File: config.mk
export PLATFORM = sky130hd
export DESIGN_NAME = tdpt_divider
export DESIGN_NICKNAME = d
export VERILOG_FILES = /design/src/hw/rtl/tdpt_pkg.sv /design/src/hw/rtl/tdpt_divider.sv
export SDC_FILE = /design/constraint.sdc
export NUM_CORES = 1
export LEC_CHECK = 0
export ABC_AREA = 1
export BUFFER_PORTS_ARGS = -buffer_cell sky130_fd_sc_hd__clkbuf_2
export CAP_MARGIN = 25
export CORE_AREA = 2 2 125 127
export DETAILED_ROUTE_END_ITERATION = 10
export DIE_AREA = 0 0 127 129
export PLACE_DENSITY = 0.77
export SKIP_LAST_GASP = 1
export SLEW_MARGIN = 10
export SYNTH_ARGS = -nofsm -noshare
export SYNTH_HDL_FRONTEND = slang
export SYNTH_SLANG_ARGS = --single-unit
File: constraint.sdc
create_clock -name clk -period 7.5 [get_ports clk]
set_input_delay 1.875 -clock clk [delete_from_list [all_inputs] [get_ports clk]]
set_output_delay 1.875 -clock clk [all_outputs]
set_load 0.01 [all_outputs]
File: src/hw/rtl/tdpt_pkg.sv
`default_nettype none
// ----------------------------------------------------------------------------
// tdpt_pkg: shared types and constants of the trial-division prime test
// Value width, divider request/response bundles and controller states.
// ----------------------------------------------------------------------------
package tdpt_pkg;

  // Width of the candidate value; the divider and the trial divisor follow it.
  localparam int VALUE_BITS = 31;

  // Bit counter of the serial divider: one quotient bit per cycle.
  localparam int CNT_W = $clog2(VALUE_BITS);

  // First trial divisor; candidates below it are never prime.
  localparam logic [VALUE_BITS-1:0] TRIAL_FIRST = VALUE_BITS'(2);

  typedef logic [VALUE_BITS-1:0] value_t;

  typedef struct packed {
    logic   start;
    value_t dividend;
    value_t divisor;
  } div_req_t;

  typedef struct packed {
    logic   done;
    value_t quotient;
    value_t remainder;
  } div_rsp_t;

  typedef enum logic [1:0] {
    S_IDLE,
    S_START,
    S_WAIT,
    S_DONE
  } tdpt_state_t;

endpackage : tdpt_pkg
`default_nettype wire

File: src/hw/rtl/tdpt_divider.sv
`default_nettype none
// ----------------------------------------------------------------------------
// tdpt_divider: bit-serial restoring divider
// Produces quotient and remainder one bit per cycle, and pulses done for
// one cycle with the results valid.
// ----------------------------------------------------------------------------
module tdpt_divider (
  input  wire                 clk,
  input  wire                 rst,
  input  tdpt_pkg::div_req_t  req,
  output tdpt_pkg::div_rsp_t  rsp
);
  import tdpt_pkg::*;

  logic               busy;
  logic               done;
  logic [CNT_W-1:0]   count;
  value_t             acc;
  value_t             quo;
  value_t             dsr;

  logic [VALUE_BITS:0]   shifted;
  logic [VALUE_BITS+1:0] diff;
  logic                  borrow;

  // Shift in the next dividend bit and trial-subtract the divisor.
  always_comb begin
    shifted = {acc, quo[VALUE_BITS-1]};
    diff    = {1'b0, shifted} - {2'b00, dsr};
    borrow  = diff[VALUE_BITS+1];
  end

  always_ff @(posedge clk) begin
    if (rst) begin
      busy  <= 1'b0;
      done  <= 1'b0;
      count <= '0;
    end else begin
      done <= 1'b0;
      if (req.start) begin
        busy  <= 1'b1;
        count <= '0;
      end else if (busy) begin
        count <= count + CNT_W'(1);
        if (count == CNT_W'(VALUE_BITS - 1)) begin
          busy <= 1'b0;
          done <= 1'b1;
        end
      end
    end
  end

  always_ff @(posedge clk) begin
    if (req.start) begin
      acc <= '0;
      quo <= req.dividend;
      dsr <= req.divisor;
    end else if (busy) begin
      // Restore on borrow, keep the difference otherwise.
      acc <= borrow ? shifted[VALUE_BITS-1:0] : diff[VALUE_BITS-1:0];
      quo <= {quo[VALUE_BITS-2:0], ~borrow};
    end
  end

  assign rsp.done      = done;
  assign rsp.quotient  = quo;
  assign rsp.remainder = acc;

endmodule : tdpt_divider
`default_nettype wire

==> results.json, run 1 <==
{
  "synthToLayoutAreaGrowth_pct": 16.4,
  "cts-htree-levels": 3,
  "design_area_um2": 7750,
  "place.gp.congestion": 0.973,
  "synth_flop_cell": "edfxtp_1",
  "worst_ep_arrival_time_ns": 3.21,
  "wl_per_cell_um": 13.6,
  "synthCells": 965,
  "gr-total-overflow": 0,
  "synth.top_cell.area_share_pct": 27.9,
  "portBuffers": 127,
  "syn_nets": 1064,
  "cts_tree": "yes",
  "startpoint_type": "input port",
  "start_util_pct": 44.5,
  "die-area_um2": 16400,
  "p_switching_w": 0.000373,
  "post-cts-setup-buffers": 0,
  "required_ns": 7.50,
  "max_freq_mhz": 312,
  "power_frac_comb_pct": 12.9,
  "p_leak_nw": 4.33,
  "placed_area_um2": 7440,
  "endpoint_kind": "register",
  "status": "finished clean",
  "rsz0062_at_grt": "false",
  "maxCapViolations": 0,
  "period_minus_slack_ns": 3.20,
  "worst-path-max-fanout": 46,
  "die_x_um": 127,
  "coreArea_um2": 15000,
  "layout-drive-gt1-share_pct": 16.2,
  "path_clk_slew_ns": 0.08,
  "dp.final_hpwl_um": 13100,
  "slew_headroom_pct": 37.0,
  "grt_max_degree": 47,
  "netlist_area_um2": 6660,
  "grt_pass1_wl_um": 28700,
  "vias_per_cell": 4.87,
  "ys_types": 39,
  "cts_sinks": 100,
  "worstSkewPairLatency_ns": 0.36,
  "row_count": 45,
  "fin_crit_sh_pct": 42.7,
  "ctsHoldBuffers": 0,
  "grt_pass1_vias": 5953,
  "wl_um": 17400,
  "ys_seq_area_share_pct": 39.4,
  "syn_area_per_cell_um2": 6.90,
  "first_pass_iters": 5,
  "power_frac_clock_pct": 37.9,
  "die_y_um": 129,
  "yosys-top-cells-area": "edfxtp_1, nand2_1, dfxtp_1",
  "ir_drop_v": 0.000112,
  "antenna_left": 0,
  "postSynth.asyncResetShare_pct": 0,
  "tightest_slew_ns": 0.944,
  "post_cts_resized": 0,
  "cts-root-buf": "clkbuf_16",
  "gr-usage-all-layers_pct": 22.1,
  "fin_setup_tns_ns": 0,
  "powerDensity_nw_per_um2": 167,
  "timing.hold.ws_ns": 0.487,
  "drc_errors": 0,
  "internal_power_w": 0.000925,
  "switching_share_pct": 28.7,
  "numCtsBuffers": 9,
  "fin_worst_skew_ns": 0.0103,
  "ys_ff_latch": 100,
  "yosysTopAreaCell": "edfxtp_1",
  "initialDrtViolationCount": 319,
  "num_antenna_cells": 0,
  "synth_warnings": 0,
  "synth_edf_count": 62,
  "nNetsFinal": 1183,
  "setup_viol": 0,
  "worst-setup-path-type": "in2reg",
  "ioPinCount": 128,
  "vias": 6213,
  "grt_antenna_before_repair": 0,
  "clk_path_buf_depth": 2,
  "seqPwrFrac_pct": 49.3,
  "drv_slew": 0,
  "hold_violations": 0,
  "hp-class": "reg2reg",
  "power_w": 0.00130
}
## layout make-up
type                            count  area [µm²]
Sequential cell                   100        2620
Multi-Input combinational cell    650        3190
Clock buffer                        9         225
Fill cell                        1535        7220
Timing Repair Buffer              132         673
Inverter                          191         717
Clock inverter                      7        88.8
Tap cell                          188         235
## layer usage
metal	part of all wire [%]	GRT usage (%)
met5	0	0
met1	45	28.5
met4	2.1	8.66
met2	46	37.1
met3	6.1	4.20
## path summary, 6_finish.rpt
check / from / end / slack, ns / depth (start not counted)
worst max-delay path: req[62] / quo[3] / 4.30 / 5
worst min-delay path: acc[20] / acc[20] / 0.49 / 2
worst max register to register: quo[30] / acc[16] / 4.49 / 15
worst min register to register: acc[20] / acc[20] / 0.49 / 2
## power by group through the flow
stage / clock network, W / logic (W) / registers, W
3_3_place_gp: 0 / 0.000164 / 0.000652
4_1_cts: 0.000501 / 0.000168 / 0.000639
3_5_place_dp: 0 / 0.000168 / 0.000651
6_report: 0.000491 / 0.000167 / 0.000639
5_1_grt: 0.000517 / 0.000189 / 0.000643
2_1_floorplan: 0 / 0.0000946 / 0.000656
## synth_stat cells, types with 4 or more instances
cell type,count
nand4_1,6
nand3_2,6
nand2_2,6
nand2_1,388
edfxtp_1,62
nand3_1,79
clkbuf_1,11
buf_6,4
nor2_1,41
o21ai_1,15
a21oi_1,18
nand3b_1,18
xnor2_1,9
nor3_1,5
buf_2,6
inv_1,189
ha_1,33
dfxtp_1,38
## worst max-delay path: stages
cell and delay (ns):
clkbuf_2 0.43, nor2_1 0.08, buf_4 0.22, inv_1 0.07, buf_4 0.47
## metrics by stage
stage,utilization [%],instances,worst slack (ns)
3_3_place_gp,49.7,1261,3.89
6_report,51.8,1277,4.30
3_5_place_dp,49.7,1261,3.85
4_1_cts,51.8,1277,4.26
2_1_floorplan,-,965,3.65
5_1_grt,51.8,1277,4.19
## cell families after synthesis
family                     synth area share, %
buffers and inverters                     12.8
AOI/OAI and AO/OA                         3.44
and+or+nand+nor                           36.5
adders and majority gates                 6.50
xor gates and xnor gates                  1.45
DFF                                       39.4
## cells in the final DEF (no fill, tap or decap), types with 9 or more instances in the layout
| cell type | synthesis | final |
|---|---|---|
| xnor2_1 | 9 | 9 |
| inv_1 | 189 | 189 |
| nand2_1 | 388 | 388 |
| a21oi_1 | 18 | 18 |
| clkbuf_2 | 0 | 127 |
| nand3b_1 | 18 | 18 |
| dfxtp_1 | 38 | 38 |
| nor2_1 | 41 | 40 |
| o21ai_1 | 15 | 15 |
| edfxtp_1 | 62 | 62 |
| clkbuf_16 | 0 | 9 |
| nand3_1 | 79 | 79 |
| ha_1 | 33 | 33 |
## state kept, by name, summed over array words and instances, names as in the netlist
| signal | flops |
|---|---|
| busy | 1 |
| done | 1 |
| acc | 31 |
| quo | 31 |
| count | 5 |
| dsr | 31 |
(Power assumes the default switching activity.)
==> run 2: changes to the inputs <==
--- a/config.mk
+++ b/config.mk
@@ -11,7 +11,7 @@
 export CORE_AREA = 2 2 125 127
 export DETAILED_ROUTE_END_ITERATION = 10
 export DIE_AREA = 0 0 127 129
-export PLACE_DENSITY = 0.77
+export PLACE_DENSITY = 0.8
 export SKIP_LAST_GASP = 1
 export SLEW_MARGIN = 10
 export SYNTH_ARGS = -nofsm -noshare
==> constraint.sdc (replaced) <==
create_clock -name clk -period 2.65 [get_ports clk]
set_input_delay 0.6625 -clock clk [delete_from_list [all_inputs] [get_ports clk]]
set_output_delay 0.6625 -clock clk [all_outputs]
set_load 0.01 [all_outputs]
==> results.json, run 2 (synthesized netlist as in run 1, its figures left out) <==
{
  "status": "finished clean",
  "power_frac_clock_pct": 35.8,
  "worst-setup-path-type": "reg2reg",
  "r2r-start": "quo[30]",
  "period_minus_slack_ns": 2.45,
  "hp-class": "in2reg",
  "setup_viol": 0,
  "cts-root-buf": "clkbuf_16",
  "tightest_slew_ns": 0.428,
  "layout.cells.non_filler": 1284,
  "worst-path-buf-inv": 3,
  "start_util_pct": 44.5,
  "p_switching_w": 0.000977,
  "max_stage_delay_ns": 0.42,
  "setup_ws_ns": 0.199,
  "worst_ep_arrival_time_ns": 2.70,
  "gr-usage-all-layers_pct": 22.2,
  "grt_antenna_before_repair": 0,
  "wl_per_cell_um": 13.8,
  "post-place-ws_ns": 0.162,
  "worstSkewPairLatency_ns": 0.36,
  "ioPinCount": 128,
  "cts_sinks": 100,
  "drc_errors": 0,
  "power_frac_comb_pct": 13.5,
  "row_count": 45,
  "nNetsFinal": 1190,
  "coreArea_um2": 15000,
  "final_common_cell": "nand2_1",
  "power_w": 0.00357,
  "max_freq_mhz": 408,
  "slew_headroom_pct": 71.5,
  "powerDensity_nw_per_um2": 457,
  "num_antenna_cells": 0,
  "cts-htree-levels": 3,
  "final_cell_mix": "nand2_1, inv_1, clkbuf_2, nand3_1, edfxtp_1",
  "numCtsBuffers": 9,
  "layout-drive-gt1-share_pct": 16.6,
  "multi_input_area_um2": 3200,
  "switching_share_pct": 27.4,
  "hold_depth": 2,
  "hold_end": "busy",
  "endpoint_kind": "register",
  "die_x_um": 127,
  "portBuffers": 127,
  "maxCapViolations": 0,
  "rsz0062_at_grt": "false",
  "worst-path-max-fanout": 12,
  "ir_drop_v": 0.000346,
  "hold_violations": 0,
  "internal_power_w": 0.00259,
  "grt_pass1_wl_um": 28800,
  "final-seq-area_um2": 2620,
  "place.gp.congestion": 1.03,
  "reg2reg_depth": 16,
  "timing.rr.end": "acc[16]",
  "reg_top3": "acc (31), dsr (31), quo (31)",
  "fin_worst_skew_ns": 0.0133,
  "startpoint_type": "register",
  "fin_setup_tns_ns": 0,
  "p_leak_nw": 4.37,
  "cp-startpoint": "quo[30]",
  "synthToLayoutAreaGrowth_pct": 17.1,
  "vias": 6256,
  "path_cells": "inv_1 > ha_1 > fa_1 > inv_1 > nand3_1 > nand2_1 > nand2_1 > nand2_2 > nand2_1 > nand2_2 > nand2_4 > nand2_8 > buf_6 > o21ai_1 > nand3_1 > nand2_1",
  "num-fill-cells": 1512,
  "grt_pass1_vias": 5956,
  "clk_path_buf_depth": 2,
  "crit_slowest_cell": "fa_1",
  "vias_per_cell": 4.87,
  "initialDrtViolationCount": 475,
  "critical-path-top-delay-family": "simple AND/OR/NAND/NOR gates",
  "ctsHoldBuffers": 0,
  "grt_max_degree": 58,
  "die_y_um": 129,
  "die-area_um2": 16400,
  "path_clk_slew_ns": 0.08,
  "cp_common_cell": "nand2_1",
  "wl_um": 17700,
  "hold_start": "rst",
  "drv_slew": 0,
  "gr-total-overflow": 0,
  "seqPwrFrac_pct": 50.7,
  "first_pass_iters": 6,
  "cts_tree": "yes",
  "fin_crit_sh_pct": 92.5,
  "antenna_left": 0,
  "dp.cells": 1268,
  "rrSetupSlack_ns": 0.20,
  "required_ns": 2.90,
  "dp.final_hpwl_um": 13400
}
[run 2: changes by cell type in the layout (fill, tap and decap cells not counted)]
cell      previous run  this run
inv_12               1         0
inv_6                1         3
clkinv_2             0         1
buf_12               0         1
inv_8                2         1
nand2_4              2         1
buf_4                5         8
buf_6                0         3
clkinv_8             2         0
clkinv_1             0         1
nand2_8              0         1
[run 2: power by group through the flow]
stage | clock network, W | registers [W] | logic, W
floorplan | 0 | 0.00186 | 0.000268
global placement | 0 | 0.00184 | 0.000475
detailed placement | 0 | 0.00184 | 0.000483
CTS | 0.00130 | 0.00181 | 0.000483
global route | 0.00136 | 0.00182 | 0.000543
finish | 0.00128 | 0.00181 | 0.000482
[run 2: worst max path at each step]
stage                          to  slack (ns)  cells after the start
after floorplan            quo[0]        0.01                      4
after global placement    acc[15]        0.32                     16
after detailed placement  acc[16]        0.16                     16
after CTS                 acc[16]        0.12                     16
after global routing      acc[16]      0.0003                     16
final                     acc[16]        0.20                     16
[run 2: per-stage QoR]
stage                     area (µm²)  hold slack [ns]  utilization, %
after floorplan                 6660            0.462               -
after global placement          7500            0.476            50.1
after detailed placement        7500            0.478            50.1
after CTS                       7780            0.455            52.0
after global routing            7800            0.461            52.1
final                           7800            0.461            52.1
[run 2: layer usage]
metal | GRT usage (%) | part of all wire, %
met1 | 28.5 | 45
met2 | 36.5 | 45
met4 | 8.53 | 2.7
met5 | 0 | 0
met3 | 5.36 | 7.8
[run 2: cell type report]
class | count | area share, %
flip-flops and latches | 100 | 33.6
repair buffers | 139 | 9.60
clock inverters | 7 | 0.705
clock buffers | 9 | 2.89
multi-input cells | 650 | 41.0
inverters | 191 | 9.19
well taps | 188 | 3.01
[run 2: worst register-to-register path, stage by stage, from the launching register on]
cell and delay, ns:
edfxtp_1 0.35, inv_1 0.06, ha_1 0.22, fa_1 0.42
inv_1 0.12, nand3_1 0.07, nand2_1 0.12, nand2_1 0.08
nand2_2 0.09, nand2_1 0.09, nand2_2 0.11, nand2_4 0.08
nand2_8 0.12, buf_6 0.17, o21ai_1 0.10, nand3_1 0.10
nand2_1 0.05
[run 2: timing repair]
action                     CTS  global route
setup endpoints to repair    0            23
setup buffers                0             0
gates resized for setup      0             4
==> run 3: changes to the inputs <==
--- a/config.mk
+++ b/config.mk
@@ -8,10 +8,10 @@
 export ABC_AREA = 1
 export BUFFER_PORTS_ARGS = -buffer_cell sky130_fd_sc_hd__clkbuf_2
 export CAP_MARGIN = 25
-export CORE_AREA = 2 2 125 127
+export CORE_AREA = 2 2 118 120
 export DETAILED_ROUTE_END_ITERATION = 10
-export DIE_AREA = 0 0 127 129
-export PLACE_DENSITY = 0.8
+export DIE_AREA = 0 0 120 122
+export PLACE_DENSITY = 0.87
 export SKIP_LAST_GASP = 1
 export SLEW_MARGIN = 10
 export SYNTH_ARGS = -nofsm -noshare
==> results.json, run 3 (synthesized netlist as in run 1, its figures left out) <==
{
  "row_count": 43,
  "cts_sinks": 100,
  "cts-htree-levels": 3,
  "fin_crit_sh_pct": 94.8,
  "tightest_slew_ns": 0.405,
  "die-area_um2": 14600,
  "initialDrtViolationCount": 411,
  "switching_share_pct": 26.8,
  "grt_pass1_wl_um": 28300,
  "rrSetupSlack_ns": 0.14,
  "cp-startpoint": "quo[30]",
  "utilization_pct": 57.9,
  "ir_drop_v": 0.000361,
  "coreArea_um2": 13500,
  "p_switching_w": 0.000983,
  "numCtsBuffers": 9,
  "hold_start": "rst",
  "hold_end": "busy",
  "reg_top3": "acc (31), dsr (31), quo (31)",
  "wl_per_cell_um": 13.6,
  "synthToLayoutAreaGrowth_pct": 17.3,
  "wl_um": 17400,
  "startpoint_type": "register",
  "gr-usage-all-layers_pct": 24.5,
  "endpoint_kind": "register",
  "antenna_left": 0,
  "max_freq_mhz": 398,
  "cts_tree": "yes",
  "placed_area_um2": 7490,
  "design_area_um2": 7820,
  "hold_violations": 0,
  "die_x_um": 120,
  "clk_path_buf_depth": 2,
  "die_y_um": 122,
  "grt_antenna_before_repair": 0,
  "worst_ep_arrival_time_ns": 2.75,
  "fin_worst_skew_ns": 0.0111,
  "num_antenna_cells": 0,
  "cts-root-buf": "clkbuf_16",
  "timing.rr.end": "acc[7]",
  "hold_depth": 2,
  "maxCapViolations": 0,
  "drc_errors": 0,
  "final_cell_mix": "nand2_1, inv_1, clkbuf_2, nand3_1, edfxtp_1",
  "grt_pass1_vias": 5971,
  "layout-drive-gt1-share_pct": 16.6,
  "vias_per_cell": 4.91,
  "p_leak_nw": 4.37,
  "grt_max_degree": 40,
  "setup_ws_ns": 0.138,
  "vias": 6268,
  "r2r-start": "quo[30]",
  "required_ns": 2.89,
  "slew_headroom_pct": 73.0,
  "place.gp.congestion": 0.957,
  "ioPinCount": 128,
  "final_common_cell": "nand2_1",
  "power_frac_clock_pct": 37.7,
  "post-place-ws_ns": 0.192,
  "reg2reg_depth": 16,
  "setup_viol": 0,
  "ctsHoldBuffers": 0,
  "portBuffers": 127,
  "seqPwrFrac_pct": 49.3,
  "dp.final_hpwl_um": 13500,
  "hp-class": "in2reg",
  "period_minus_slack_ns": 2.51,
  "gr-total-overflow": 0,
  "worst-setup-path-type": "reg2reg",
  "drv_slew": 0,
  "powerDensity_nw_per_um2": 470,
  "fin_setup_tns_ns": 0,
  "path_clk_slew_ns": 0.08,
  "rsz0062_at_grt": "false",
  "first_pass_iters": 5,
  "status": "finished clean",
  "nNetsFinal": 1190,
  "worstSkewPairLatency_ns": 0.36,
  "worst-path-max-fanout": 13,
  "start_util_pct": 49.3,
  "timing.hold.ws_ns": 0.457,
  "internal_power_w": 0.00269,
  "power_frac_comb_pct": 13.1
}
## run 3: changes by cell type in the layout (fill, tap and decap cells not counted)
cell | before | now
clkinv_2 | 1 | 0
buf_4 | 8 | 10
clkinv_8 | 0 | 1
inv_8 | 1 | 0
buf_6 | 3 | 1
bufinv_16 | 0 | 1
clkinv_1 | 1 | 0
clkbuf_1 | 0 | 1
## run 3: worst max-delay path by stage
stage | cells after the start | end | slack [ns]
final | 16 | acc[7] | 0.14
after global routing | 16 | acc[7] | 0.008
after CTS | 16 | acc[7] | 0.13
after detailed placement | 17 | acc[30] | 0.19
after global placement | 16 | acc[7] | 0.33
after floorplan | 4 | quo[0] | 0.01
## run 3: power groups by stage
stage / logic [W] / registers [W] / clock network, W
finish: 0.000481 / 0.00181 / 0.00138
global route: 0.000542 / 0.00182 / 0.00145
CTS: 0.000482 / 0.00181 / 0.00140
detailed placement: 0.000481 / 0.00184 / 0
global placement: 0.000469 / 0.00184 / 0
floorplan: 0.000268 / 0.00186 / 0
## run 3: timing repair
action | CTS | global route
endpoints found under the setup margin | 0 | 16
gates resized for setup | 0 | 2
buffers inserted | 0 | 0
## run 3: critical path, stage by stage (launching register included)
cell	delay [ns]
edfxtp_1	0.37
inv_1	0.08
ha_1	0.23
fa_1	0.41
inv_1	0.11
nand3_1	0.07
nand2_1	0.14
nand2_1	0.08
nand2_2	0.08
nand2_1	0.09
nand2_2	0.11
nand2_4	0.08
nand2_8	0.13
buf_4	0.18
nand2_1	0.06
nand3_1	0.09
o21ai_1	0.08
## run 3: area by class of cell
| class | instances | area (µm²) |
|---|---|---|
| clock buffer | 10 | 229 |
| clock inverter | 6 | 81.3 |
| fill | 1253 | 5690 |
| inverter | 191 | 717 |
| multi-input combinational | 650 | 3200 |
| sequential | 100 | 2620 |
| tap | 180 | 225 |
| timing repair buffer | 139 | 742 |
## run 3: per-stage QoR
stage          power [W]  instances
2_1_floorplan    0.00212        965
3_3_place_gp     0.00231       1260
3_5_place_dp     0.00232       1260
4_1_cts          0.00369       1276
5_1_grt          0.00381       1276
6_report         0.00367       1276
## run 3: metal layers
| layer | routed length, µm | global-route usage, % | vias to the layer above | part of all wire [%] |
|---|---|---|---|---|
| met5 | 0 | 0 | - | 0 |
| met1 | 7870 | 32.0 | 2807 | 45 |
| met2 | 8110 | 40.8 | 209 | 47 |
| met4 | 333 | 9.26 | 0 | 1.9 |
| li1 | - | - | 3225 | - |
| met3 | 1050 | 4.17 | 27 | 6.1 |
